`config.mk`:
```
export PLATFORM = sky130hd
export DESIGN_NAME = qta_ctrl
export DESIGN_NICKNAME = d
export VERILOG_FILES = /design/src/sv/quaternion_transform_accumulator_core_defines.svh /design/src/sv/qta_pkg.sv /design/src/sv/qta_ctrl.sv
export SDC_FILE = /design/constraint.sdc
export NUM_CORES = 1
export LEC_CHECK = 0
export ABC_AREA = 0
export BUFFER_PORTS_ARGS = -buffer_cell sky130_fd_sc_hd__buf_2
export CAP_MARGIN = 20
export CORE_MARGIN = 2
export CORE_UTILIZATION = 32
export CTS_CLUSTER_SIZE = 12
export DETAILED_ROUTE_END_ITERATION = 6
export SETUP_SLACK_MARGIN = 0.15
export SYNTH_ARGS = -nofsm -noshare
export SYNTH_HDL_FRONTEND = slang
export SYNTH_SLANG_ARGS = --single-unit
```
`constraint.sdc`:
```
create_clock -name clk -period 6.1 [get_ports clk]
set_input_delay 0.61 -clock clk [delete_from_list [all_inputs] [get_ports clk]]
set_output_delay 0.61 -clock clk [all_outputs]
set_load 0.01 [all_outputs]
```
`src/sv/quaternion_transform_accumulator_core_defines.svh`:
```
// Assertion helpers for the block's top-level RTL file.
`ifndef QUATERNION_TRANSFORM_ACCUMULATOR_CORE_DEFINES_SVH
`define QUATERNION_TRANSFORM_ACCUMULATOR_CORE_DEFINES_SVH

// Same-cycle implication, disabled while reset is asserted
`define QTA_ASSERT_IMP(label, clk, rst_n, ante, cons) \
	label: assert property (@(posedge clk) disable iff (!rst_n) (ante) |-> (cons)) \
		else $error("qta: same-cycle check failed");

// Next-cycle implication, disabled while reset is asserted
`define QTA_ASSERT_NXT(label, clk, rst_n, ante, cons) \
	label: assert property (@(posedge clk) disable iff (!rst_n) (ante) |=> (cons)) \
		else $error("qta: next-cycle check failed");

`endif

```
`src/sv/qta_pkg.sv`:
```
`default_nettype none
package qta_pkg;

	localparam int IN_BITS  = 160;
	localparam int OUT_BITS = 384;
	localparam int PC_W     = 7;
	localparam int ITER_W   = 5;

	typedef logic [4:0] src_t;
	typedef logic [4:0] dest_t;
	typedef logic [3:0] kind_t;
	typedef logic [PC_W-1:0] pc_t;

	// Command codes
	localparam logic [1:0] CMD_IDENT  = 2'd0;
	localparam logic [1:0] CMD_ROTATE = 2'd1;
	localparam logic [1:0] CMD_SCALE  = 2'd2;
	localparam logic [1:0] CMD_TRANS  = 2'd3;

	// Micro-op kinds
	localparam kind_t K_NOP   = 4'd0;
	localparam kind_t K_MUL   = 4'd1;
	localparam kind_t K_CINIT = 4'd2;
	localparam kind_t K_CORD  = 4'd3;
	localparam kind_t K_CFIN  = 4'd4;
	localparam kind_t K_MAT   = 4'd5;
	localparam kind_t K_MATS  = 4'd6;
	localparam kind_t K_QCOM  = 4'd7;
	localparam kind_t K_IDENT = 4'd8;
	localparam kind_t K_TAIL  = 4'd9;
	localparam kind_t K_DONE  = 4'd10;

	// Multiplier operand sources
	localparam src_t S_Q0  = 5'd0;
	localparam src_t S_Q3  = 5'd3;
	localparam src_t S_SC  = 5'd4;
	localparam src_t S_R0  = 5'd5;
	localparam src_t S_R3  = 5'd8;
	localparam src_t S_S   = 5'd9;
	localparam src_t S_M0  = 5'd10;
	localparam src_t S_M8  = 5'd18;
	localparam src_t S_AX  = 5'd19;
	localparam src_t S_AZ  = 5'd21;
	localparam src_t S_FAC = 5'd22;
	localparam src_t S_V   = 5'd23;

	// Accumulator destinations
	localparam dest_t D_R1  = 5'd0;
	localparam dest_t D_R3  = 5'd2;
	localparam dest_t D_QN0 = 5'd3;
	localparam dest_t D_QN3 = 5'd6;
	localparam dest_t D_P0  = 5'd7;
	localparam dest_t D_P9  = 5'd16;
	localparam dest_t D_MO0 = 5'd17;
	localparam dest_t D_MO8 = 5'd25;
	localparam dest_t D_V   = 5'd26;
	localparam dest_t D_TR0 = 5'd27;
	localparam dest_t D_TR2 = 5'd29;
	localparam dest_t D_SC  = 5'd30;

	// Program entry points
	localparam pc_t PC_TAIL  = 7'd0;
	localparam pc_t PC_IDENT = 7'd22;
	localparam pc_t PC_SCALE = 7'd24;
	localparam pc_t PC_ROT   = 7'd26;
	localparam pc_t PC_TRANS = 7'd52;

	localparam logic [ITER_W-1:0] CORDIC_LAST = 5'd29;

	// Fixed-point constants
	localparam logic signed [35:0] ONE_Q30     = 36'sd1073741824;
	localparam logic signed [35:0] HALF_PI_Q30 = 36'sd1686629713;
	localparam logic signed [35:0] PI_Q30      = 36'sd3373259426;
	localparam logic signed [35:0] GAIN_Q30    = 36'sd652032874;
	localparam logic signed [47:0] ONE_Q16     = 48'sd65536;

	typedef struct packed {
		kind_t kind;
		src_t  a;
		src_t  b;
		logic  sh16;
		logic  neg;
		logic  first;
		logic  last;
		dest_t dest;
	} uop_t;

	typedef struct packed {
		logic              load;
		uop_t              uop;
		logic [ITER_W-1:0] iter;
		logic              deliver;
	} ctl_t;

	// atan(2^-i) in Q2.30
	function automatic logic signed [35:0] atan_q30(input logic [ITER_W-1:0] i);
		logic signed [35:0] v;
		case (i)
			5'd0: v = 36'sd843314857;
			5'd1: v = 36'sd497837829;
			5'd2: v = 36'sd263043837;
			5'd3: v = 36'sd133525159;
			5'd4: v = 36'sd67021687;
			5'd5: v = 36'sd33543516;
			5'd6: v = 36'sd16775851;
			5'd7: v = 36'sd8388437;
			5'd8: v = 36'sd4194283;
			5'd9: v = 36'sd2097149;
			default: v = 36'sd1 <<< (6'd30 - {1'b0, i});
		endcase
		return v;
	endfunction

	function automatic uop_t op_ctl(input kind_t k);
		uop_t u;
		u      = '0;
		u.kind = k;
		return u;
	endfunction

	function automatic uop_t op_mul(input src_t a, input src_t b, input logic sh16,
			input logic neg, input logic first, input logic last, input dest_t d);
		uop_t u;
		u.kind  = K_MUL;
		u.a     = a;
		u.b     = b;
		u.sh16  = sh16;
		u.neg   = neg;
		u.first = first;
		u.last  = last;
		u.dest  = d;
		return u;
	endfunction

	// Quaternion products ww, xx, yy, zz, xy, xz, yz, wx, wy, wz
	function automatic uop_t prod_op(input logic [3:0] k);
		src_t a;
		src_t b;
		case (k)
			4'd0: begin a = S_Q0;         b = S_Q0;         end
			4'd1: begin a = S_Q0 + 5'd1;  b = S_Q0 + 5'd1;  end
			4'd2: begin a = S_Q0 + 5'd2;  b = S_Q0 + 5'd2;  end
			4'd3: begin a = S_Q3;         b = S_Q3;         end
			4'd4: begin a = S_Q0 + 5'd1;  b = S_Q0 + 5'd2;  end
			4'd5: begin a = S_Q0 + 5'd1;  b = S_Q3;         end
			4'd6: begin a = S_Q0 + 5'd2;  b = S_Q3;         end
			4'd7: begin a = S_Q0;         b = S_Q0 + 5'd1;  end
			4'd8: begin a = S_Q0;         b = S_Q0 + 5'd2;  end
			default: begin a = S_Q0;      b = S_Q3;         end
		endcase
		return op_mul(a, b, 1'b0, 1'b0, 1'b1, 1'b1, D_P0 + dest_t'(k));
	endfunction

	// One row of the offset rotation, then the scaled add into translation
	function automatic uop_t tr_op(input logic [1:0] row, input logic [2:0] t);
		uop_t u;
		case (t)
			3'd0, 3'd1, 3'd2: u = op_mul(S_M0 + src_t'(row) * 5'd3 + src_t'(t),
					S_AX + src_t'(t), 1'b0, 1'b0, t == 3'd0, t == 3'd2, D_V);
			3'd4: u = op_mul(S_V, S_SC, 1'b1, 1'b0, 1'b1, 1'b1, D_TR0 + dest_t'(row));
			default: u = op_ctl(K_NOP);
		endcase
		return u;
	endfunction

	// Microprogram
	function automatic uop_t uop_rom(input pc_t pc);
		uop_t       u;
		logic [3:0] k;
		logic [1:0] g;
		logic [1:0] t;
		logic       ng;
		k = '0;
		g = '0;
		t = '0;
		ng = 1'b0;
		unique case (pc) inside
			[7'd0:7'd9]:   u = prod_op(4'(pc));
			7'd10:         u = op_ctl(K_NOP);
			7'd11:         u = op_ctl(K_MAT);
			[7'd12:7'd20]: begin
				k = 4'(pc - 7'd12);
				u = op_mul(S_M0 + src_t'(k), S_SC, 1'b0, 1'b0, 1'b1, 1'b1,
						D_MO0 + dest_t'(k));
			end
			7'd21: u = op_ctl(K_DONE);
			7'd22: u = op_ctl(K_IDENT);
			7'd23: u = op_ctl(K_TAIL);
			7'd24: u = op_mul(S_SC, S_FAC, 1'b1, 1'b0, 1'b1, 1'b1, D_SC);
			7'd25: u = op_ctl(K_TAIL);
			7'd26: u = op_ctl(K_CINIT);
			7'd27: u = op_ctl(K_CORD);
			7'd28: u = op_ctl(K_CFIN);
			7'd29: u = op_mul(S_S, S_AX, 1'b0, 1'b0, 1'b1, 1'b1, D_R1);
			7'd30: u = op_mul(S_S, S_AX + 5'd1, 1'b0, 1'b0, 1'b1, 1'b1, D_R1 + 5'd1);
			7'd31: u = op_mul(S_S, S_AZ, 1'b0, 1'b0, 1'b1, 1'b1, D_R3);
			7'd32: u = op_ctl(K_NOP);
			[7'd33:7'd48]: begin
				k = 4'(pc - 7'd33);
				g = k[3:2];
				t = k[1:0];
				case (g)
					2'd0: ng = (t != 2'd0);
					2'd1: ng = (t == 2'd3);
					2'd2: ng = (t == 2'd1);
					default: ng = (t == 2'd2);
				endcase
				u = op_mul(S_Q0 + src_t'(t), S_R0 + src_t'(g ^ t), 1'b0, ng,
						t == 2'd0, t == 2'd3, D_QN0 + dest_t'(g));
			end
			7'd49:         u = op_ctl(K_NOP);
			7'd50:         u = op_ctl(K_QCOM);
			7'd51:         u = op_ctl(K_TAIL);
			[7'd52:7'd61]: u = prod_op(4'(pc - 7'd52));
			7'd62:         u = op_ctl(K_NOP);
			7'd63:         u = op_ctl(K_MATS);
			[7'd64:7'd68]: u = tr_op(2'd0, 3'(pc - 7'd64));
			[7'd69:7'd73]: u = tr_op(2'd1, 3'(pc - 7'd69));
			[7'd74:7'd78]: u = tr_op(2'd2, 3'(pc - 7'd74));
			7'd79:         u = op_ctl(K_TAIL);
			default:       u = op_ctl(K_NOP);
		endcase
		return u;
	endfunction

	function automatic pc_t entry_pc(input logic [1:0] cmd);
		pc_t p;
		unique case (cmd)
			CMD_IDENT:  p = PC_IDENT;
			CMD_ROTATE: p = PC_ROT;
			CMD_SCALE:  p = PC_SCALE;
			default:    p = PC_TRANS;
		endcase
		return p;
	endfunction

endpackage
`default_nettype wire

```
`src/sv/qta_ctrl.sv`:
```
`default_nettype none
module qta_ctrl (
	input  logic          clk,
	input  logic          arst_n,
	input  logic          s_tvalid,
	output logic          s_tready,
	input  logic [1:0]    cmd,
	output logic          m_tvalid,
	input  logic          m_tready,
	output qta_pkg::ctl_t ctl
);
	import qta_pkg::*;

	localparam logic [1:0] ST_IDLE = 2'd0;
	localparam logic [1:0] ST_RUN  = 2'd1;
	localparam logic [1:0] ST_WAIT = 2'd2;

	logic [1:0]        state_q;
	pc_t               pc_q;
	logic [ITER_W-1:0] iter_q;
	logic              out_valid_q;
	logic              accept;
	logic              deliver;
	uop_t              uop;

	assign s_tready = (state_q == ST_IDLE);
	assign accept   = s_tvalid && s_tready;
	assign deliver  = (state_q == ST_WAIT) && (!out_valid_q || m_tready);
	assign uop      = (state_q == ST_RUN) ? uop_rom(pc_q) : op_ctl(K_NOP);
	assign m_tvalid = out_valid_q;

	// Drive the datapath
	always_comb begin
		ctl.load    = accept;
		ctl.uop     = uop;
		ctl.iter    = iter_q;
		ctl.deliver = deliver;
	end

	// Sequence the microprogram
	always_ff @(posedge clk or negedge arst_n) begin
		if (!arst_n) begin
			state_q <= ST_IDLE;
			pc_q    <= PC_TAIL;
			iter_q  <= '0;
		end else begin
			unique case (state_q)
				ST_IDLE: begin
					if (accept) begin
						state_q <= ST_RUN;
						pc_q    <= entry_pc(cmd);
						iter_q  <= '0;
					end
				end
				ST_RUN: begin
					case (uop.kind)
						K_CORD: begin
							if (iter_q == CORDIC_LAST) begin
								iter_q <= '0;
								pc_q   <= pc_q + 1'b1;
							end else begin
								iter_q <= iter_q + 1'b1;
							end
						end
						K_TAIL: pc_q <= PC_TAIL;
						K_DONE: state_q <= ST_WAIT;
						default: pc_q <= pc_q + 1'b1;
					endcase
				end
				ST_WAIT: begin
					if (deliver) begin
						state_q <= ST_IDLE;
					end
				end
				default: state_q <= ST_IDLE;
			endcase
		end
	end

	// Hold the output word until taken
	always_ff @(posedge clk or negedge arst_n) begin
		if (!arst_n) begin
			out_valid_q <= 1'b0;
		end else if (deliver) begin
			out_valid_q <= 1'b1;
		end else if (m_tready) begin
			out_valid_q <= 1'b0;
		end
	end

endmodule
`default_nettype wire

```
# == Word level (Yosys, flattened, before mapping) ==
# Memory sizes are Yosys's and may differ from the RTL's.
# Cells that the tools add are included.
# word_totals
regBits,15
rom_bits,128
in_bits,6
output_inout_bits,32
elab_cells,134
memories,2
# memory_table
memory,depth,word_bits,rd,rd_clocked_by_memory_dff,write_ports,line,source
(name not given),16,4,1,0,0,qta_pkg.sv:139,case (k)
(name not given),16,4,1,0,0,qta_pkg.sv:139,
# op_classes
add_sub_neg,20
magnitude_cmp,14
eq_ne,44
n_mux,21
n_bitwise,1
reduce_logical,28
# op_table
op,count
$pmux 23 s20,1
$pmux 20 s2,3
$eq 7x5->1 const B,11
$mux 23,1
$eq 7x6->1 const B,3
$ge 7x7->1 const B,3
$le 7x7->1 const B,3
$pmux 7 s3,1
$add 5x3->5 const A,4
$pmux 6 s3,1
$mux 5,3
$ge 7x6->1 const B,2
$le 7x6->1 const B,2
$mux 7,2
$pmux 7 s2,1
$add 3x4->5 const A,2
$add 4x3->5 const A,2
$eq 2x2->1 const B,5
$pmux 5 s2,1
$eq 3x1->1 const B,3
$eq 3x2->1 const B,3
$eq 3x3->1 const B,3
$logic_and 1x1->1,9
$logic_not 3->1,3
38 further kinds,56

# == Depth between registers and ports, before layout ==
# logic_depth
ltp_word,9
mapped_depth,14
depth_no_buf,12

# == Worst setup path before layout ==
# OpenSTA, ideal clock, no wires.
# synth_timing
kind,flip-flop to output port
startpoint,reg pc_q[2]
endpoint,out ctl[22] in the netlist's numbering
t_arrival_ns,3.323
required_time_ns,5.490
slack_ns,2.167
stages_incl_launch_ff,14
n_path_buf,4
path_cell_list,dfrtp_1 -> clkbuf_1 -> clkbuf_1 -> clkinv_1 -> ha_1 -> a21bo_2 -> a31oi_1 -> nor4_2 -> and4_4 -> buf_6 -> nand3_1 -> nand2_1 -> clkbuf_1 -> a41oi_1
# synth_lines
element,line,source
"start, declared",qta_ctrl.sv:19,pc_t pc_q;
"start signal, assigned",qta_ctrl.sv:51,pc_q <= entry_pc(cmd);
"start signal, assigned",qta_ctrl.sv:60,pc_q <= pc_q + 1'b1;
"start signal, assigned",qta_ctrl.sv:67,default: pc_q <= pc_q + 1'b1;
"end, declared",qta_ctrl.sv:10,output qta_pkg::ctl_t ctl

==> metrics.cfg <==
[routing]
first_pass_iters = 5
routed.top_layer = met4
m1WireLength_um = 4080
ant_nets = 0
drt_iter0_drc = 558
totalWireLength_um = 9670
vias_per_cell = 6.28
route.met2.wl_um = 4440
wl_per_cell_um = 18.6
drcViolationCount = 0
vias = 3260
met3WireLength_um = 874

[floorplanning]
die_h_um = 99.3
rows = 34
io_pins = 38
core_area_um2 = 8760
die_width_um = 99.3
dieArea_um2 = 9850
initial_core_util_pct = 33.1

[synth]
syn_avg_cell_area_um2 = 7.35
synthTopCellsByCount = nand2_1 (37), nor2_1 (37), a21oi_1 (34)
synth_area_um2 = 2900
synth_compound_gate_area_share_pct = 37.0
synthXorXnorAreaFrac_pct = 2.41
synth_ff_type = dfrtp_1
synth_edf_count = 0
muxShareOfSynthArea_pct = 2.71
yosys_warnings = 0
synth_cell_types = 77
yosysTopAreaCell = dfrtp_1
synth_nets = 431
synth_top_family_by_area = compound AO/OA/AOI/OAI gates
synth_top_area_share_pct = 12.9
ys_seq_elements = 15
synthAdderAreaFrac_pct = 12.9
async_flop_share_pct = 100
synth_simple_gate_area_share_pct = 24.2
ys_top_cells_by_area = dfrtp_1 (13%), ha_1 (13%), a21oi_1 (5.9%)
synthCells = 395
seq_area_frac_synth_pct = 12.9

[timing]
post-route-period-util_pct = 84.0
rsz0062_at_grt = false
tightest_slew_ns = 0.928
hold_violations = 0
drv_slew = 0
slew_headroom_pct = 38.1
max_freq_mhz = 195
finalSetupTns_ns = 0
period_minus_slack_ns = 5.12
finClkSkew_ns = 0.000666
setup_violations = 0
whs_ns = 0.263

[clocking]
holdBufCountCts = 0
htreeDepth = 1
clk_latency_ns = 0.25
cts_setup_buffers = 0
cts_buffers = 3
cts_root_buffer = clkbuf_8
cts_buffer_depth = 2
cts-resized-gates = 0
tritoncts = yes
cts.sinks = 15
clk_pin_slew_ns = 0.06

[setup_path]
reg2reg_slack_ns = 1.72
cp_data_arrival_time_ns = 4.51
crit_type = flop to output pin
startpoint_type = flop
crit_start = pc_q[0]
worstPathRequired_ns = 5.49
timing.rr.start = pc_q[0]
endpoint_kind = output pin
crit_path_max_fanout = 28

[final_layout]
fin_util_pct = 36.2
num_antenna_cells = 0
seq_area_um2 = 375
fill_cells = 930
stdcell_count = 519
area_delta_synth_final_pct = 9.26
num-nets-final = 448
drive_gt1_share_pct = 16.5
multi_input_area_um2 = 2300

[job]
cap_violations = 0

[grt]
gr-total-overflow = 0
grt_max_degree = 29
grt_pass1_vias = 2988
grt_pass1_wl_um = 15700
grt_usage_pct = 19.2
antenna_found_initial = 0

[worst_hold_path]
min-delay-path-class = input pin to asynchronous set/reset pin

[placement]
dpl.hpwl_um = 7160
io_buffers = 37
placed_cells = 515
place_congestion = 0.961

[outcome]
status = finished clean

-- stage by stage --
| step | instance area, µm² | setup WS (ns) |
|---|---|---|
| finish | 3170 | 0.976 |
| global route | 3170 | 0.817 |
| CTS | 3170 | 1.12 |
| detailed placement | 3130 | 1.41 |
| global placement | 3130 | 1.42 |
| floorplan | 2900 | 2.17 |
-- cell usage in the layout, fill, tap and decap left out, types with 7 or more instances in the layout --
master	instances
ha_1	30
nand3_1	11
buf_4	7
a21oi_1	34
dfrtp_1	15
o21ai_0	24
nor2_1	37
nand2_1	37
a221oi_1	8
a31oi_1	12
inv_1	19
buf_2	37
o221ai_1	8
-- path summary, 6_finish.rpt --
kind / end / cells after the start
max in group asynchronous: pc_q[2] / 1
hold reg to reg: m_tvalid / 2
hold / removal: m_tvalid / 1
setup reg to reg: pc_q[0] / 9
setup / recovery: ctl[10] / 10
min in group clk: m_tvalid / 2
-- critical path, stage by stage, from the launching register on --
cell     delay [ns]
dfrtp_1        0.95
inv_2          0.31
ha_1           0.51
or3_1          0.49
a32o_1         0.24
nor4_2         0.38
and4_4         0.38
nand3_1        0.09
nand2_1        0.57
a21oi_1        0.14
buf_2          0.19
-- sequential cells by signal, summed over array words and instances, names as in the netlist --
register and flops:
iter_q 5, m_tvalid 1, pc_q 7, state_q 2
-- layer usage --
metal	vias to the layer above	GRT usage, %
met2	187	30.1
met1	1530	27.2
met4	0	5.69
met3	32	3.16
met5	-	0
li1	1511	-
-- final cells by class --
class	instances	area share [%]
sequential	15	11.8
clock buffer	4	1.42
timing repair buffer	44	7.49
tap	108	4.26
inverter	21	2.48
multi-input combinational	327	72.5
-- kinds of logic after synthesis --
| group | Yosys count |
|---|---|
| compound gates | 145 |
| xor+xnor | 8 |
| fa+ha+maj | 30 |
| buf+inv | 53 |
| flops | 15 |
| mux | 7 |
| simple gates | 137 |
Power is left out: the tool's default activity adds up to more than one toggle a clock period on the data nets, which glitch-free logic cannot reach.
